**src/rtl/assert_macros.svh**
```systemverilog
// ----------------------------------------------------------------------------
// assertion macros
// shared helpers for concurrent checks clocked on clk, held off by rst
// ----------------------------------------------------------------------------
`ifndef ASSERT_MACROS_SVH
`define ASSERT_MACROS_SVH

// condition must never hold at a clock edge
`define ASSERT_NEVER(label, cond, msg) \
  label: assert property (@(posedge clk) disable iff (rst) !(cond)) else $error(msg);

// antecedent at an edge implies consequent at the same edge
`define ASSERT_IMPLY(label, ante, cons, msg) \
  label: assert property (@(posedge clk) disable iff (rst) (ante) |-> (cons)) else $error(msg);

`endif

```
**src/rtl/bms_pkg.sv**
```systemverilog
// ----------------------------------------------------------------------------
// bms_pkg
// types, constants and small tables shared by the gaussian sampler modules
// ----------------------------------------------------------------------------
package bms_pkg;

  localparam int UNIFORM_BITS_DEF     = 32;
  localparam int SAMPLE_FRAC_BITS_DEF = 16;

  // 2 ln 2 in Q28, pi/2 in Q30, one in Q30
  localparam logic [28:0] TWO_LN2_Q28 = 29'd372130559;
  localparam logic [31:0] HALF_PI_Q30 = 32'd1686629713;
  localparam logic [30:0] ONE_Q30     = 31'h4000_0000;

  // register indexes
  localparam logic [0:0] CFG_MEAN_OFFSET = 1'b0;
  localparam logic [0:0] CFG_STD_SCALE   = 1'b1;

  typedef struct packed {
    logic [31:0] uniform_radius;
    logic [31:0] uniform_angle;
  } req_t;

  typedef struct packed {
    logic signed [31:0] sample;
    logic               pair_half;
  } rsp_t;

  typedef enum logic {
    OP_DRAW,
    OP_SPARE
  } op_kind_t;

  typedef struct packed {
    op_kind_t    kind;
    logic [31:0] u1;
    logic [31:0] turn;
  } op_t;

  typedef struct packed {
    logic empty;
    logic full;
  } q_stat_t;

  typedef enum logic [3:0] {
    BK_IDLE,
    BK_NORM,
    BK_LOG,
    BK_VMUL,
    BK_VADD,
    BK_SQRT,
    BK_SIN_X,
    BK_SIN_X2,
    BK_SIN_MH,
    BK_SIN_MR,
    BK_SIN_DIV,
    BK_SIN_OUT,
    BK_MEM_C,
    BK_MEM_S,
    BK_SCALE
  } bk_state_t;

  // series divisor (2k)(2k+1)
  function automatic logic [7:0] series_div(input logic [2:0] k);
    logic [7:0] d;
    unique case (k)
      3'd1:    d = 8'd6;
      3'd2:    d = 8'd20;
      3'd3:    d = 8'd42;
      3'd4:    d = 8'd72;
      3'd5:    d = 8'd110;
      3'd6:    d = 8'd156;
      3'd7:    d = 8'd210;
      default: d = 8'd1;
    endcase
    return d;
  endfunction

  // floor(2^32 / divisor), quotient estimate at most one low
  function automatic logic [31:0] series_recip(input logic [2:0] k);
    logic [31:0] r;
    unique case (k)
      3'd1:    r = 32'd715827882;
      3'd2:    r = 32'd214748364;
      3'd3:    r = 32'd102261126;
      3'd4:    r = 32'd59652323;
      3'd5:    r = 32'd39045157;
      3'd6:    r = 32'd27531841;
      3'd7:    r = 32'd20452225;
      default: r = 32'd0;
    endcase
    return r;
  endfunction

endpackage

```
**src/rtl/bms_queue.sv**
```systemverilog
// ----------------------------------------------------------------------------
// bms_queue
// two-entry op queue between the front and the back
// ----------------------------------------------------------------------------
module bms_queue (
  input  logic            clk,
  input  logic            rst,
  input  logic            push,
  input  bms_pkg::op_t    din,
  input  logic            pop,
  output bms_pkg::op_t    dout,
  output bms_pkg::q_stat_t stat
);

  bms_pkg::op_t entry [2];
  logic         wr_ptr;
  logic         rd_ptr;
  logic [1:0]   count;

  assign dout       = entry[rd_ptr];
  assign stat.empty = (count == 2'd0);
  assign stat.full  = (count == 2'd2);

  always_ff @(posedge clk) begin
    if (push) begin
      entry[wr_ptr] <= din;
    end
  end

  always_ff @(posedge clk) begin
    if (rst) begin
      wr_ptr <= 1'b0;
      rd_ptr <= 1'b0;
      count  <= 2'd0;
    end else begin
      if (push) begin
        wr_ptr <= ~wr_ptr;
      end
      if (pop) begin
        rd_ptr <= ~rd_ptr;
      end
      if (push && !pop) begin
        count <= count + 2'd1;
      end else if (pop && !push) begin
        count <= count - 2'd1;
      end
    end
  end

endmodule

```
**config.mk**
```make
export PLATFORM = sky130hd
export DESIGN_NAME = bms_queue
export DESIGN_NICKNAME = d
export VERILOG_FILES = /design/src/rtl/assert_macros.svh /design/src/rtl/bms_pkg.sv /design/src/rtl/bms_queue.sv
export SDC_FILE = /design/constraint.sdc
export NUM_CORES = 1
export LEC_CHECK = 0
export BUFFER_PORTS_ARGS = -buffer_cell sky130_fd_sc_hd__buf_2
export CAP_MARGIN = 40
export CORE_ASPECT_RATIO = 0.75
export CORE_MARGIN = 2
export CORE_UTILIZATION = 50
export CTS_BUF_LIST = sky130_fd_sc_hd__clkbuf_8
export CTS_CLUSTER_SIZE = 14
export DETAILED_ROUTE_END_ITERATION = 16
export PLACE_DENSITY = 0.77
export SYNTH_ARGS = -nofsm -noshare
export SYNTH_HDL_FRONTEND = slang
export SYNTH_SLANG_ARGS = --single-unit
```
**constraint.sdc**
```tcl
create_clock -name clk -period 9 [get_ports clk]
set_input_delay 1.8 -clock clk [delete_from_list [all_inputs] [get_ports clk]]
set_output_delay 1.8 -clock clk [all_outputs]
set_load 0.03 [all_outputs]
```
# Word level (Yosys, flattened, before mapping)
# Memories as Yosys holds them, arrays and structs flattened. A register that Yosys moved wholly into a read port is not among the register bits.
# Cells that the tools add are included.
# W data, S select, Z words.
# classes
addsub	2
eq_ne	1
muxes	6
bitwise	2
reduce_logical	6
# op_table
cell	n
$mux W1	4
$mux W2	2
$add A2 B1 Y2 const B	1
$eq A2 B2 Y1 const B	1
$logic_and A1 B1 Y1	2
$logic_not A1 Y1	2
$logic_not A2 Y1	1
$not A1 Y1	2
$reduce_bool A2 Y1	1
$sub A2 B1 Y2 const B	1
# word_totals
ff_bits	4
mem_bits_rw	130
in_bits	69
output_inout_bits	67
word_cells	21
memories	1
# mem_list
name	words	width	rd	rd_clocked_by_memory_dff	wr	line	rtl
entry	2	65	1	1	1	bms_queue.sv:15	bms_pkg::op_t entry [2];

# Longest topological paths before layout
# Gate-level depths: netlist of run 1.
# logic_depth
depth_word	4
depth_mapped	5
depth_no_buf	5

# Worst setup path after synthesis of run 1
# Ideal clock, no wire load.
# synth_path
kind	input -> register
from	input push
to	memory entry[0][0] in the netlist's numbering, enable pin
setup_time_ns	0.496
t_arrival_ns	4.657
required_time_ns	8.504
path_slack_ns	3.847
stages	1
path_buffers	0
cell_sequence	nor2b_1
# synth_between
elab_chain_len	2
# synth_rtl
item	line	rtl
start: declaration	bms_queue.sv:8	input logic push,
$mux W1	bms_queue.sv:25	if (push) begin
$mux W1 (implied by the code)	bms_queue.sv:26	entry[wr_ptr] <= din;
end: declaration	bms_queue.sv:15	
# Every way passes these cells.

==> out/results.txt, run 1 <==
Status: finished, final reports clean
Seq cells post-synth: 135
Initial Utilization: 0.511
Buf/Inv on CP: 2
Total grt overflow: 0
Routed Wire Length: 8140 um
Core Util, Final: 0.640
PortBufs: 135
Nets: 445
CP arrival: 2.16 ns
Max cap viols: 0
Synth Area in Simple Gates: 0.00942
Commonest non-fill, non-tap cell in the layout: buf_2
Slowest CP cell: buf_4
Synth Area in Adders: 0.00255
Pre-CTS setup slack: 5.43 ns
Die H: 89.8 um
Ys Warns: 0
Most frequent cells in the layout: buf_2, edfxtp_1, mux2_2
Dominant cell type by area after synthesis: edfxtp_1
Initial antenna violation count: 1
RSZ-0062 raised after global routing: false
Xor and xnor area share after synthesis: 0.00713
Largest family of logic cells by synthesized area: multiplexers
Syn nets: 294
Die Footprint: 10600 um2
Std-Cell Rows: 31
Post-route cell area: 6150 um2
Relative slew margins: 0.463
Crit path depth: 3
Max frequency: 253 MHz
Die extent in x: 118 um
Post-CTS setup buffers: 0
Max-slew violation count: 0
PnR Total Power: 1.46 mW
CP cell instances: buf_4 -> mux2_2 -> buf_2
TritonRoute pass-1 iters: 4
Ranking of synthesized cells by area: edfxtp_1, mux2_2, dfxtp_1, buf_6, nor2_1
Final WS setup: 5.04 ns
Total GRT Usage: 0.156
Vias in the first global route: 2506
Delay-heaviest family, CP: buffers and inverters
1st-iter DRT viols: 169
Sequential cell area fraction in the yosys report: 0.815
Hold Path Class: flip-flop to flip-flop
Avg WL per Cell: 15.7 um
Hold_buf cts: 0
Mapped Cells: 224
Setup TNS: 0 ns
Clock sinks: 135
Worst Setup Path Type: flip-flop to output port
ANT cells: 0
Worst R2R Start: wr_ptr
Clk_lat worst skew: 0.43 ns
Share of cells above drive strength 1: 0.617
First-pass GRT wire length: 12200 um
VDD IR max: 0.135 mV
Layout fillers: 723
RR Endpoint: entry[1][21]
Reg2reg path depth: 2
Number of distinct library cells after synthesis: 17
Core ar.: 9620 um2
Clock Tree Buf Depth: 2
Worst setup SP type: flip-flop
Placed Area: 5740 um2
Antenna Violating Nets Remaining: 0
Worst Setup EP: dout[26]
H-tree levels: 4
Skew final: 0.00536 ns
Post-synthesis compound-gate area fraction: 0.00204
Static Leakage: 2.32 nW
Final Setup Violations: 0
Mapped cell area: 4910 um2
Post-detail-place hpwl: 5300 um
Worst-Margin Slew: 0.805 ns
R2R Setup Slk: 6.97 ns
Final critical-path share of the clock period: 0.440
CTS buffer count: 17
Post-synth top area share: 0.795
Critical Path Sink Type: output port
Area of the multi-input gates: 845 um2
Slowest Stage Delay on Critical Path: 0.65 ns
Register area: 4010 um2
CTS tree: built
Critical Path RT: 7.20 ns
Syn_area_per_cell: 21.9 um2
Drc violations: 0
GP Congestion: 0.780
Hold depth: 2
Largest net degree at the start of global routing: 59
Via count: 2495
Top Ports: 136
CTS root buffer: clkbuf_8
P per Cell Area: 237 nW/um2
Mux contribution to synthesized area: 0.149
CP Max Fanout: 58
Post-route minimum period: 3.96 ns
Hold Fails Final Rpt: 0
Count of cells resized by post-cts repair: 0
Area grow syn2layout: 25.3%
Clk slew on worst S/H paths: 0.07 ns
Drt via density: 4.82
## cell usage after synthesis (all sizes together)
library cell	count
edfxtp	130
mux2	65
buf	7
dfxtp	5
nor2	5
xnor2	2
xor2	2
a21oi	1
and2	1
and2b	1
ha	1
inv	1
nor2b	1
o21ai	1
or3	1
## state kept, by name, indices dropped and copies added (netlist names), named ones only
register,cells
rd_ptr,1
entry,130
count,2
wr_ptr,1
## layout make-up
type | count | share of cell area
Sequential cell | 135 | 0.651
Multi-Input combinational cell | 81 | 0.137
Timing Repair Buffer | 139 | 0.117
Clock buffer | 17 | 0.0380
Clock inverter | 13 | 0.0297
Tap cell | 132 | 0.0268
Inverter | 1 | 0.000610
## logic make-up (layout without fill, tap and decap cells)
group	count (synthesis)	after routing
adders and majority gates	1	1
xor gates and xnor gates	4	4
buffers and inverters	8	170
muxes	65	65
AOI/OAI and AO/OA	2	2
and+or+nand+nor	9	9
DFF	135	135
## through the flow
stage / std cells / hold WS [ns]
6_report: 518 / 0.508
5_1_grt: 518 / 0.531
4_1_cts: 518 / 0.511
3_5_place_dp: 488 / 0.500
3_3_place_gp: 487 / 0.478
2_1_floorplan: 224 / 0.461
## worst min-delay path by stage
stage          startpoint       end  slack [ns]
2_1_floorplan    count[1]  count[1]        0.46
3_3_place_gp     count[1]  count[1]        0.48
3_5_place_dp     count[1]  count[1]        0.50
4_1_cts          count[1]  count[1]        0.51
5_1_grt          count[1]  count[1]        0.53
6_report         count[1]  count[1]        0.51
## worst min-delay path: stages, from the launching register on
cell and delay (ns):
dfxtp_1 0.33, o21ai_0 0.07, a21oi_1 0.07
## routing by layer
metal	track usage	share of wire	vias to the layer above	wire length [um]
met5	0	0.0016	-	13
met1	0.197	0.45	1199	3620
met4	0.0833	0.018	2	144
met3	0.0666	0.080	14	649
li1	-	-	1184	-
met2	0.231	0.46	96	3710
## power by group
part | total, mW | switching [mW] | leakage (nW) | internal, mW
combinational | 0.201 | 0.129 | 0.857 | 0.0716
clock | 0.515 | 0.217 | 0.199 | 0.297
sequential | 0.742 | 0.0100 | 1.26 | 0.732
total | 1.46 | 0.357 | 2.32 | 1.10
(Power assumes the default switching activity.)
==> run 2: changes to the inputs <==
Clock period 9 ns to 4.07 ns, I/O delays scaled along.
==> out/results.txt, run 2 (same netlist as run 1, synthesis figures left out) <==
Status: finished, final reports clean (unchanged)
Total grt overflow: 0 (unchanged)
Biggest regs: entry: 130 flops, count: 2 flops (unchanged)
ANT cells: 0 (unchanged)
Core Util, Final: 0.645 (was 0.640)
Skew final: 0.00576 ns (was 0.00536 ns)
Post-detail-place hpwl: 5270 um (was 5300 um)
Commonest non-fill, non-tap cell in the layout: buf_2 (unchanged)
RSZ-0062 raised after global routing: false (unchanged)
Nets: 445 (unchanged)
GP Congestion: 0.726 (was 0.780)
CTS buffer count: 17 (unchanged)
Final WS setup: 1.11 ns (was 5.04 ns)
PnR Total Power: 3.36 mW (was 1.46 mW)
CTS tree: built (unchanged)
TritonRoute pass-1 iters: 4 (unchanged)
1st-iter DRT viols: 164 (was 169)
Drc violations: 0 (unchanged)
Most frequent cells in the layout: buf_2, edfxtp_1, mux2_2 (unchanged)
Via count: 2527 (was 2495)
Max-slew violation count: 0 (unchanged)
Std-Cell Rows: 31 (unchanged)
First-pass GRT wire length: 13200 um (was 12200 um)
CP arrival: 2.15 ns (was 2.16 ns)
PortBufs: 135 (unchanged)
Vias in the first global route: 2671 (was 2506)
Reg2reg path depth: 2 (unchanged)
Initial Utilization: 0.511 (unchanged)
Die H: 89.8 um (unchanged)
Core ar.: 9620 um2 (unchanged)
R2R Setup Slk: 2.52 ns (was 6.97 ns)
Pre-CTS setup slack: 1.54 ns (was 5.43 ns)
RR Endpoint: entry[0][28] (was entry[1][21])
Drt via density: 4.86 (was 4.82)
Worst Setup EP: dout[64] (was dout[26])
Area grow syn2layout: 26.3% (was 25.3%)
Fin Hold WS: 0.525 ns (was 0.508 ns)
Hold Fails Final Rpt: 0 (unchanged)
Largest net degree at the start of global routing: 66 (was 59)
Final critical-path share of the clock period: 0.727
Clock Tree Buf Depth: 2 (unchanged)
Initial antenna violation count: 0 (was 1)
CP Max Fanout: 35 (was 58)
Count of cells resized by post-cts repair: 0 (unchanged)
Worst R2R Start: wr_ptr (unchanged)
Clk slew on worst S/H paths: 0.07 ns (about the same)
Post-route minimum period: 2.96 ns
Share of cells above drive strength 1: 0.613 (was 0.617)
Max frequency: 338 MHz
Hold Path Class: flip-flop to flip-flop (unchanged)
Avg WL per Cell: 16.2 um (was 15.7 um)
Critical Path RT: 3.26 ns (was 7.20 ns)
Worst setup SP type: flip-flop (unchanged)
Die extent in x: 118 um (unchanged)
Final Setup Violations: 0 (unchanged)
Routed Wire Length: 8430 um (was 8140 um)
Post-CTS setup buffers: 0 (unchanged)
Total GRT Usage: 0.167 (was 0.156)
Worst-Margin Slew: 0.876 ns (was 0.805 ns)
Static Leakage: 2.35 nW (was 2.32 nW)
Hold_buf cts: 0 (unchanged)
Clk_lat worst skew: 0.41 ns (was 0.43 ns)
P per Cell Area: 541 nW/um2 (was 237 nW/um2)
H-tree levels: 4 (unchanged)
Clock sinks: 135 (unchanged)
Layout fillers: 705 (was 723)
CTS root buffer: clkbuf_8 (unchanged)
Relative slew margins: 0.416 (was 0.463)
Reg with most FFs: entry (unchanged)
Critical Path Sink Type: output port (unchanged)
Setup TNS: 0 ns (unchanged)
Antenna Violating Nets Remaining: 0 (unchanged)
VDD IR max: 0.483 mV (was 0.135 mV)
Max cap viols: 0 (unchanged)
Max reg flops: 130 (unchanged)
Top Ports: 136 (unchanged)
Die Footprint: 10600 um2 (unchanged)
Worst Setup Path Type: flip-flop to output port (unchanged)
==> run 2: final cells by class <==
type	instances	area (um2)	area share
Multi-Input combinational cell	81	845	0.136
Tap cell	132	165	0.0266
Clock inverter	15	234	0.0377
Timing Repair Buffer	139	718	0.116
Inverter	1	3.75	0.000605
Clock buffer	17	234	0.0377
Sequential cell	135	4010	0.645
==> run 2: report_power, final <==
part / leakage, nW / switching (mW) / total (mW) / internal [mW]
Sequential: 1.26 / 0.0327 / 1.65 / 1.62
Clock: 0.230 / 0.483 / 1.27 / 0.784
Combinational: 0.857 / 0.279 / 0.437 / 0.158
Total: 2.35 / 0.794 / 3.36 / 2.56
==> run 2: worst min-delay path by stage <==
stage | from | to | slack [ns] | depth (start not counted)
after floorplan | count[1] | count[1] | 0.46 | 2
after global placement | count[1] | count[1] | 0.48 | 2
after detailed placement | rd_ptr | flip-flop | 0.52 | 2
after CTS | count[1] | count[1] | 0.53 | 2
after global routing | din[49] | entry[1][49] | 0.55 | 1
final | count[1] | count[1] | 0.52 | 2
==> run 2: through the flow <==
stage | cells | cell area, um2
6_report | 520 | 6200
5_1_grt | 520 | 6200
4_1_cts | 520 | 6200
3_5_place_dp | 488 | 5740
3_3_place_gp | 488 | 5740
2_1_floorplan | 224 | 4910
==> run 2: worst max-delay path, stage by stage, from the launching register on <==
cell and delay, ns:
dfxtp_2 0.85, buf_12 0.31, mux2_2 0.37, buf_2 0.18
==> run 2: layer usage <==
metal	up-vias	global-route usage	wire length, um
li1	1182	-	-
met1	1235	0.202	3570
met2	103	0.261	4030
met3	7	0.0679	731
met4	0	0.0843	97
met5	-	0	0
