--- config.mk ---
export PLATFORM = sky130hd
export DESIGN_NAME = bms_front
export DESIGN_NICKNAME = d
export VERILOG_FILES = /design/src/rtl/assert_macros.svh /design/src/rtl/bms_pkg.sv /design/src/rtl/bms_front.sv
export SDC_FILE = /design/constraint.sdc
export NUM_CORES = 1
export LEC_CHECK = 0
export BUFFER_PORTS_ARGS = -buffer_cell sky130_fd_sc_hd__buf_4
export CAP_MARGIN = 20
export CELL_PAD_IN_SITES_DETAIL_PLACEMENT = 2
export CELL_PAD_IN_SITES_GLOBAL_PLACEMENT = 2
export CORE_UTILIZATION = 10
export DETAILED_ROUTE_END_ITERATION = 10
export PLACE_DENSITY_LB_ADDON = 0.2
export SLEW_MARGIN = 25
export SYNTH_ARGS = -nofsm -noshare
export SYNTH_HDL_FRONTEND = slang
export SYNTH_SLANG_ARGS = --single-unit
--- constraint.sdc ---
create_clock -name clk -period 0.9 [get_ports clk]
set_input_delay 0.18 -clock clk [delete_from_list [all_inputs] [get_ports clk]]
set_output_delay 0.18 -clock clk [all_outputs]
set_load 0.02 [all_outputs]
--- src/rtl/assert_macros.svh ---
// ----------------------------------------------------------------------------
// assertion macros
// shared helpers for concurrent checks clocked on clk, held off by rst
// ----------------------------------------------------------------------------
`ifndef ASSERT_MACROS_SVH
`define ASSERT_MACROS_SVH

// condition must never hold at a clock edge
`define ASSERT_NEVER(label, cond, msg) \
  label: assert property (@(posedge clk) disable iff (rst) !(cond)) else $error(msg);

// antecedent at an edge implies consequent at the same edge
`define ASSERT_IMPLY(label, ante, cons, msg) \
  label: assert property (@(posedge clk) disable iff (rst) (ante) |-> (cons)) else $error(msg);

`endif

--- src/rtl/bms_pkg.sv ---
// ----------------------------------------------------------------------------
// bms_pkg
// types, constants and small tables shared by the gaussian sampler modules
// ----------------------------------------------------------------------------
package bms_pkg;

  localparam int UNIFORM_BITS_DEF     = 32;
  localparam int SAMPLE_FRAC_BITS_DEF = 16;

  // 2 ln 2 in Q28, pi/2 in Q30, one in Q30
  localparam logic [28:0] TWO_LN2_Q28 = 29'd372130559;
  localparam logic [31:0] HALF_PI_Q30 = 32'd1686629713;
  localparam logic [30:0] ONE_Q30     = 31'h4000_0000;

  // register indexes
  localparam logic [0:0] CFG_MEAN_OFFSET = 1'b0;
  localparam logic [0:0] CFG_STD_SCALE   = 1'b1;

  typedef struct packed {
    logic [31:0] uniform_radius;
    logic [31:0] uniform_angle;
  } req_t;

  typedef struct packed {
    logic signed [31:0] sample;
    logic               pair_half;
  } rsp_t;

  typedef enum logic {
    OP_DRAW,
    OP_SPARE
  } op_kind_t;

  typedef struct packed {
    op_kind_t    kind;
    logic [31:0] u1;
    logic [31:0] turn;
  } op_t;

  typedef struct packed {
    logic empty;
    logic full;
  } q_stat_t;

  typedef enum logic [3:0] {
    BK_IDLE,
    BK_NORM,
    BK_LOG,
    BK_VMUL,
    BK_VADD,
    BK_SQRT,
    BK_SIN_X,
    BK_SIN_X2,
    BK_SIN_MH,
    BK_SIN_MR,
    BK_SIN_DIV,
    BK_SIN_OUT,
    BK_MEM_C,
    BK_MEM_S,
    BK_SCALE
  } bk_state_t;

  // series divisor (2k)(2k+1)
  function automatic logic [7:0] series_div(input logic [2:0] k);
    logic [7:0] d;
    unique case (k)
      3'd1:    d = 8'd6;
      3'd2:    d = 8'd20;
      3'd3:    d = 8'd42;
      3'd4:    d = 8'd72;
      3'd5:    d = 8'd110;
      3'd6:    d = 8'd156;
      3'd7:    d = 8'd210;
      default: d = 8'd1;
    endcase
    return d;
  endfunction

  // floor(2^32 / divisor), quotient estimate at most one low
  function automatic logic [31:0] series_recip(input logic [2:0] k);
    logic [31:0] r;
    unique case (k)
      3'd1:    r = 32'd715827882;
      3'd2:    r = 32'd214748364;
      3'd3:    r = 32'd102261126;
      3'd4:    r = 32'd59652323;
      3'd5:    r = 32'd39045157;
      3'd6:    r = 32'd27531841;
      3'd7:    r = 32'd20452225;
      default: r = 32'd0;
    endcase
    return r;
  endfunction

endpackage

--- src/rtl/bms_front.sv ---
// ----------------------------------------------------------------------------
// bms_front
// takes request beats, masks the uniforms, tracks the spare, queues ops
// ----------------------------------------------------------------------------
module bms_front #(
  parameter int UNIFORM_BITS = bms_pkg::UNIFORM_BITS_DEF
) (
  input  logic             clk,
  input  logic             rst,
  input  logic             req_valid,
  output logic             req_ready,
  input  bms_pkg::req_t    req,
  input  bms_pkg::q_stat_t q_stat,
  output logic             push,
  output bms_pkg::op_t     op
);

  localparam logic [31:0] UMASK = (UNIFORM_BITS >= 32) ? 32'hFFFF_FFFF :
                                  32'((64'd1 << UNIFORM_BITS) - 64'd1);
  localparam int SHR = (UNIFORM_BITS >= 32) ? UNIFORM_BITS - 32 : 0;
  localparam int SHL = (UNIFORM_BITS < 32) ? 32 - UNIFORM_BITS : 0;

  logic        spare_valid;
  logic        accept;
  logic [31:0] u1m;
  logic [31:0] u2m;
  logic        zero;

  assign req_ready = !q_stat.full;
  assign accept    = req_valid && req_ready;
  assign u1m       = req.uniform_radius & UMASK;
  assign u2m       = req.uniform_angle & UMASK;
  assign zero      = (u1m == 32'd0) || (u2m == 32'd0);

  // a held spare wins over the uniforms, a zero draw is dropped
  assign push    = accept && (spare_valid || !zero);
  assign op.kind = spare_valid ? bms_pkg::OP_SPARE : bms_pkg::OP_DRAW;
  assign op.u1   = u1m;
  assign op.turn = (u2m >> SHR) << SHL;

  always_ff @(posedge clk) begin
    if (rst) begin
      spare_valid <= 1'b0;
    end else if (accept) begin
      if (spare_valid) begin
        spare_valid <= 1'b0;
      end else if (!zero) begin
        spare_valid <= 1'b1;
      end
    end
  end

endmodule

## After elaboration in Yosys (flattened, before gate mapping)

Index checks and enable logic that the tools add are counted.

| cells by class | value |
|---|---|
| add/subtract/negate cells | 0 |
| multiply operators | 0 |
| divide/modulo/power cells | 0 |
| magnitude comparators | 0 |
| equal/unequal tests | 0 |
| shift operators | 0 |
| muxes and demuxes | 3 |
| bitwise gates (word level) | 0 |
| reduce and logical (&&, ||, !) cells | 8 |

Operator list:

| operator | count |
|---|---|
| logical NOT 32 bit | 2 |
| 2-to-1 mux 1 bit | 3 |
| logical AND 1 bit | 2 |
| logical NOT 1 bit | 2 |
| logical OR 1 bit | 2 |

| word-level totals | value |
|---|---|
| bits in registers | 1 |
| latch bits | 0 |
| RAM bits | 0 |
| memory bits (read-only) | 0 |
| bits of input ports | 69 |
| output and inout port bits | 67 |
| memories | 0 |

## Depth between registers and ports, before layout

Gate-level depths: netlist of the first run.

| depth | value |
|---|---|
| depth in word-level cells | 5 |
| gate-level depth with buffers | 4 |

## Worst setup path after synthesis of the first run

No wires, ideal clock.

| timing | value |
|---|---|
| path kind | input port to output port |
| from | input port req[56] (netlist name) |
| to | output port push |
| data arrival time | 0.912 ns |
| required time | 0.720 ns |
| path slack | -0.192 ns |
| stages on the path | 4 |
| buffers on the path | 0 |
| path through | nor4_1 -> nand4_1 -> o22ai_1 -> a21oi_1 |

| between the ends | value |
|---|---|
| longest elaborated chain between the ends | 5 |

RTL lines:

| what | line | text |
|---|---|---|
| from (decl) | bms_front.sv:12 | `input bms_pkg::req_t req,` |
| logical NOT 32 bit | bms_front.sv:33 | `assign zero = (u1m == 32'd0) \|\| (u2m == 32'd0);` |
| logical OR 1 bit | bms_front.sv:33 |  |
| logical NOT 1 bit | n/a |  |
| logical OR 1 bit | bms_front.sv:36 | `assign push = accept && (spare_valid \|\| !zero);` |
| logical AND 1 bit | bms_front.sv:36 |  |
| to (decl) | bms_front.sv:14 | `output logic push,` |

Every way passes these cells.

## Final worst setup path of the first run

| timing | value |
|---|---|
| from | input port req[38] (netlist name) |
| to | output port push |

Same word-level chain as after synthesis.

==> impl_metrics.ini, run 1 <==
[floorplan]
chipWidth_um = 84.05
coreArea_sq_um = 6422
rows = 29
dieHeight_um = 84.05
start_util_pct = 10.48
dieArea_sq_um = 7064
pin_count = 136

[detailed_routing]
route.met3.wl_um = 309
dr.first_iter.drc_count = 23
num_vias = 904
viasPerCell = 3.616
drt-met1-wl_um = 976
final_antenna_net_count = 0
wl_um = 3433
drc = 16
firstDrtPassIters = 7
wl_met2_um = 2147
route.top_layer_used = met3
wl_per_cell_um = 13.73

[sta]
setup_viol = 2
grt_setup_unrepaired = yes
final.period_utilization_pct = 163.1
hold_violations = 0
max_freq_ghz = 0.6813
tightest_slew_ps = 282.4
relSlewSlack_pct = 81.00
period_minus_slack_ps = 1468
fin_skew_ps = 0
timing.final.ws_setup_ps = -567.7
finalMaxSlewViolations = 0

[power]
switching_power_mw = 0.4048
p_leak_nw = 0.7462
seq_power_share_pct = 5.7
power.density_nw_per_um2 = 591.3
total_power_mw = 0.8886
pwr-share-clk_pct = 0
internal-power_mw = 0.4837
switching_share_pct = 45.56
p_comb_share_pct = 94.3
irDropWorstVdd_mv = 0.1210

[layout]
largest_reg_flops = 1
syn_to_final_growth_pct = 123.2
drive_gt1_share_pct = 90.75
nNetsFinal = 244
largest_registers = spare_valid x1
largest-register = spare_valid
antenna_cells = 0
stdcell_count = 250

[global_route]
grt_max_degree = 4
grt_first_pass_wirelength_um = 5147
antenna_found_initial = 0
grt_overflow = 0
grt_pass1_vias = 1021
grt_usage_pct = 8.912

[worst_setup_path]
arrival_ps = 1290
crit_fanout = 2
end_kind = output port
cp.required_ps = 720
setup.worst_path.class = in -> out
start_kind = primary input

[logic_synthesis]
syn_area_per_cell_sq_um = 7.161
yosysMostFrequentCell = buf_4
synth_common_cells = 65 x buf_4, 16 x nor4_1, 4 x nand4_1
synthTopCellsByArea = buf_4 72%, nor4_1 15%, nand4_1 3.7%
ys_seq_elements = 1
ys_seq_area_share_pct = 2.974
synth_nets = 163
yosys_warnings = 0
async_flop_share_pct = 0
syn_inst = 94
ys_dominant_reg_cell = dfxtp_1
yosysTopAreaCell = buf_4
syn_area_sq_um = 673.1
synth-edff-count = 0
post-synth-top-area-fraction_pct = 72.49
yosysUniqueCellTypes = 10

[cts]
clkTransAtPathRegs_ps = 0
insertion_delay_ps = 0
cts_hold_buf = 0

[placement]
post-place-ws_ps = -647.8
dp.final_hpwl_um = 3163
routabilityCongestion = 0.7454
io_buffers = 134
placedCellCount = 249

[worst_hold_path]
hold_path_class = in -> reg

[flow_run]
drv_cap = 0

[status]
violations = design-rule violations, negative setup slack
status = finished, violations left
-- repair_timing --
item	4_1_cts	5_1_grt
pin swaps	7	2
buffers inserted	0	1
setup endpoints to repair	2	2
resized for setup	11	6
-- cell type report --
cell class / instances / area (sq um)
Tap cell: 77 / 96.34
Sequential cell: 1 / 20.02
Fill cell: 760 / 4920
Timing Repair Buffer: 144 / 1107
Multi-Input combinational cell: 26 / 271.5
Inverter: 2 / 7.507
-- path summary, 6_finish.rpt --
check                            startpoint           to  slack, ps  cells past startpoint
worst min-delay path                    rst  spare_valid        350                      2
worst max register to register  spare_valid  spare_valid         30                      3
worst max-delay path                req[38]         push       -570                      6
worst min register to register  spare_valid  spare_valid        480                      2
-- kinds of logic after synthesis --
family | count (synthesis) | share of synthesized area [%]
compound gates | 3 | 2.974
buf+inv | 67 | 73.61
flops | 1 | 2.974
simple gates | 23 | 20.45
-- critical path, cell delays in order --
cell and delay, ps:
buf_4 120, nor4_2 280, nand4_1 180, o22ai_2 280
a21oi_2 100, buf_6 130
-- cells in the final DEF (no fill, tap or decap) --
cell      count
buf_4       138
o22ai_2       1
nor4_1        6
nor4_4        4
buf_6         5
a21oi_2       1
dfxtp_1       1
nand3_1       1
nand2_1       2
nand4_1       4
nor4_2        6
buf_8         1
a221oi_2      1
inv_1         2
-- stage by stage --
stage | utilization (%) | hold slack (ps) | area [sq um] | setup TNS [ps]
after floorplan | - | 258.7 | 719.4 | -208.9
after global placement | 21.82 | 351.5 | 1401 | -1090
after detailed placement | 21.82 | 354.8 | 1401 | -1130
after CTS | 22.77 | 356.8 | 1463 | -964.5
after global routing | 23.40 | 356.5 | 1503 | -1147
final | 23.40 | 349.4 | 1503 | -1065
-- per-layer routing --
layer | global-route usage, % | vias up
li1 | - | 423
met1 | 8.338 | 409
met2 | 20.42 | 72
met3 | 1.385 | 0
met4 | 0 | 0
met5 | 0 | -
-- power groups by stage --
stage | Sequential [mW] | Clock [mW] | Combinational (mW)
after floorplan | 0.0498 | 0 | 0.458
after global placement | 0.0504 | 0 | 0.789
after detailed placement | 0.0504 | 0 | 0.807
after CTS | 0.0504 | 0 | 0.836
after global routing | 0.0508 | 0 | 0.886
final | 0.0503 | 0 | 0.838
Power figures use the tool's default switching activity.
==> inputs of run 2 (changes only) <==
--- a/config.mk
+++ b/config.mk
@@ -5,7 +5,7 @@
 export SDC_FILE = /design/constraint.sdc
 export NUM_CORES = 1
 export LEC_CHECK = 0
-export BUFFER_PORTS_ARGS = -buffer_cell sky130_fd_sc_hd__buf_4
+export BUFFER_PORTS_ARGS = -buffer_cell sky130_fd_sc_hd__buf_2
 export CAP_MARGIN = 20
 export CELL_PAD_IN_SITES_DETAIL_PLACEMENT = 2
 export CELL_PAD_IN_SITES_GLOBAL_PLACEMENT = 2
==> impl_metrics.ini, run 2 (synthesis gave the netlist of run 1 again) <==
[worst_hold_path]
hold_path_class = in -> reg

[sta]
max_freq_ghz = 0.7309
grt_setup_unrepaired = yes
hold_violations = 0
period_minus_slack_ps = 1368
final.period_utilization_pct = 152.0
relSlewSlack_pct = 82.08
finalMaxSlewViolations = 0
timing.final.ws_setup_ps = -468.2
fin_tns_setup_ps = -851.4
tightest_slew_ps = 266.4
fin_skew_ps = 0
setup_viol = 2

[worst_setup_path]
cp-endpoint = push
end_kind = output port
worst_path_largest_cell_delay_ps = 260
reg2regPathDepth = 3
cp.required_ps = 720
r2r_start = spare_valid
worstPathCellList = buf_2 > nor4_4 > nand4_1 > o22ai_2 > a21oi_2 > buf_6
r2r_slack_ps = 50
crit_path_top_delay_cell = nor4_4
crit_fanout = 2
r2r-end = spare_valid
setup.worst_path.class = in -> out
arrival_ps = 1190
startpoint = req[57]
start_kind = primary input

[global_route]
grt_pass1_vias = 993
grt_usage_pct = 7.622
grt_overflow = 0
grt_first_pass_wirelength_um = 4457
antenna_found_initial = 0
grt_max_degree = 4

[detailed_routing]
dr.first_iter.drc_count = 20
drc = 18
viasPerCell = 3.665
num_vias = 898
final_antenna_net_count = 0
wl_per_cell_um = 12.27
firstDrtPassIters = 7
wl_um = 3007

[flow_run]
drv_cap = 0

[layout]
final_util_pct = 18.16
largest_reg_flops = 1
syn_to_final_growth_pct = 73.23
final_cell_mix = 127 x buf_2, 6 x nor4_2, 6 x buf_6
largest-register = spare_valid
antenna_cells = 0
drive_gt1_share_pct = 91.07
design_area_sq_um = 1166
nNetsFinal = 239
largest_registers = spare_valid x1
layout_commonest_cell = buf_2

[floorplan]
start_util_pct = 10.48
pin_count = 136
chipWidth_um = 84.05
rows = 29
dieHeight_um = 84.05
coreArea_sq_um = 6422
dieArea_sq_um = 7064

[cts]
clkTransAtPathRegs_ps = 0
insertion_delay_ps = 0

[placement]
dp.final_hpwl_um = 2857
routabilityCongestion = 0.7271
io_buffers = 134
placed_area_sq_um = 1021

[status]
violations = design-rule violations, negative setup slack
status = finished, violations left

[power]
irDropWorstVdd_mv = 0.09710
p_leak_nw = 0.6161
power.density_nw_per_um2 = 606.8
-- run 2: cell types whose count changed in the layout (fill, tap and decap cells not counted) --
| cell | before | now |
|---|---|---|
| buf_4 | 138 | 5 |
| buf_2 | 0 | 127 |
| buf_6 | 5 | 6 |
| nor4_1 | 6 | 5 |
| nor4_4 | 4 | 5 |
-- run 2: final cells by class --
| cell class | count | area [sq um] |
|---|---|---|
| sequential | 1 | 20.02 |
| timing repair buffer | 139 | 755.7 |
| fill | 795 | 5256 |
| tap | 77 | 96.34 |
| inverter | 2 | 7.507 |
| multi-input combinational | 26 | 286.5 |
-- run 2: per-layer routing --
layer  global-route usage, %  up-vias  wire, um
met4                  0.4702        0        21
met3                   1.286        2       299
met1                   6.324      410       834
met2                   18.18       74      1851
li1                        -      412         -
met5                       0        -         0
-- run 2: worst min-delay path by stage --
| stage | startpoint | end | depth (start not counted) |
|---|---|---|---|
| 2_1_floorplan | rst | spare_valid | 1 |
| 3_3_place_gp | rst | spare_valid | 2 |
| 3_5_place_dp | rst | spare_valid | 2 |
| 4_1_cts | rst | spare_valid | 2 |
| 5_1_grt | rst | spare_valid | 2 |
| 6_report | rst | spare_valid | 2 |
-- run 2: metrics by stage --
step                instances  power (mW)  setup WS, ps  hold slack, ps
finish                    245      0.7076        -468.2           363.2
global route              245      0.7464        -538.7           377.4
CTS                       245      0.7113        -518.9           365.7
detailed placement        243      0.6570        -614.2           366.9
global placement          243      0.6447        -635.0           354.5
floorplan                  94      0.5080        -140.5           258.7
-- run 2: critical path: cells and delay by family --
family | cells | cell delay [ps]
simple gates | 2 | 440
compound gates | 2 | 320
buf+inv | 2 | 250
-- run 2: what timing repair did --
action,CTS,global route
setup endpoints to repair,2,2
hold endpoints to repair,0,0
hold buffers,0,0
resized for setup,21,2
pin swaps,7,2
buffers inserted,2,0
-- run 2: where the power goes --
part           internal [mW]  switching (mW)
Combinational          0.266           0.392
Clock                      0               0
Sequential            0.0482         0.00129
Total                  0.314           0.393
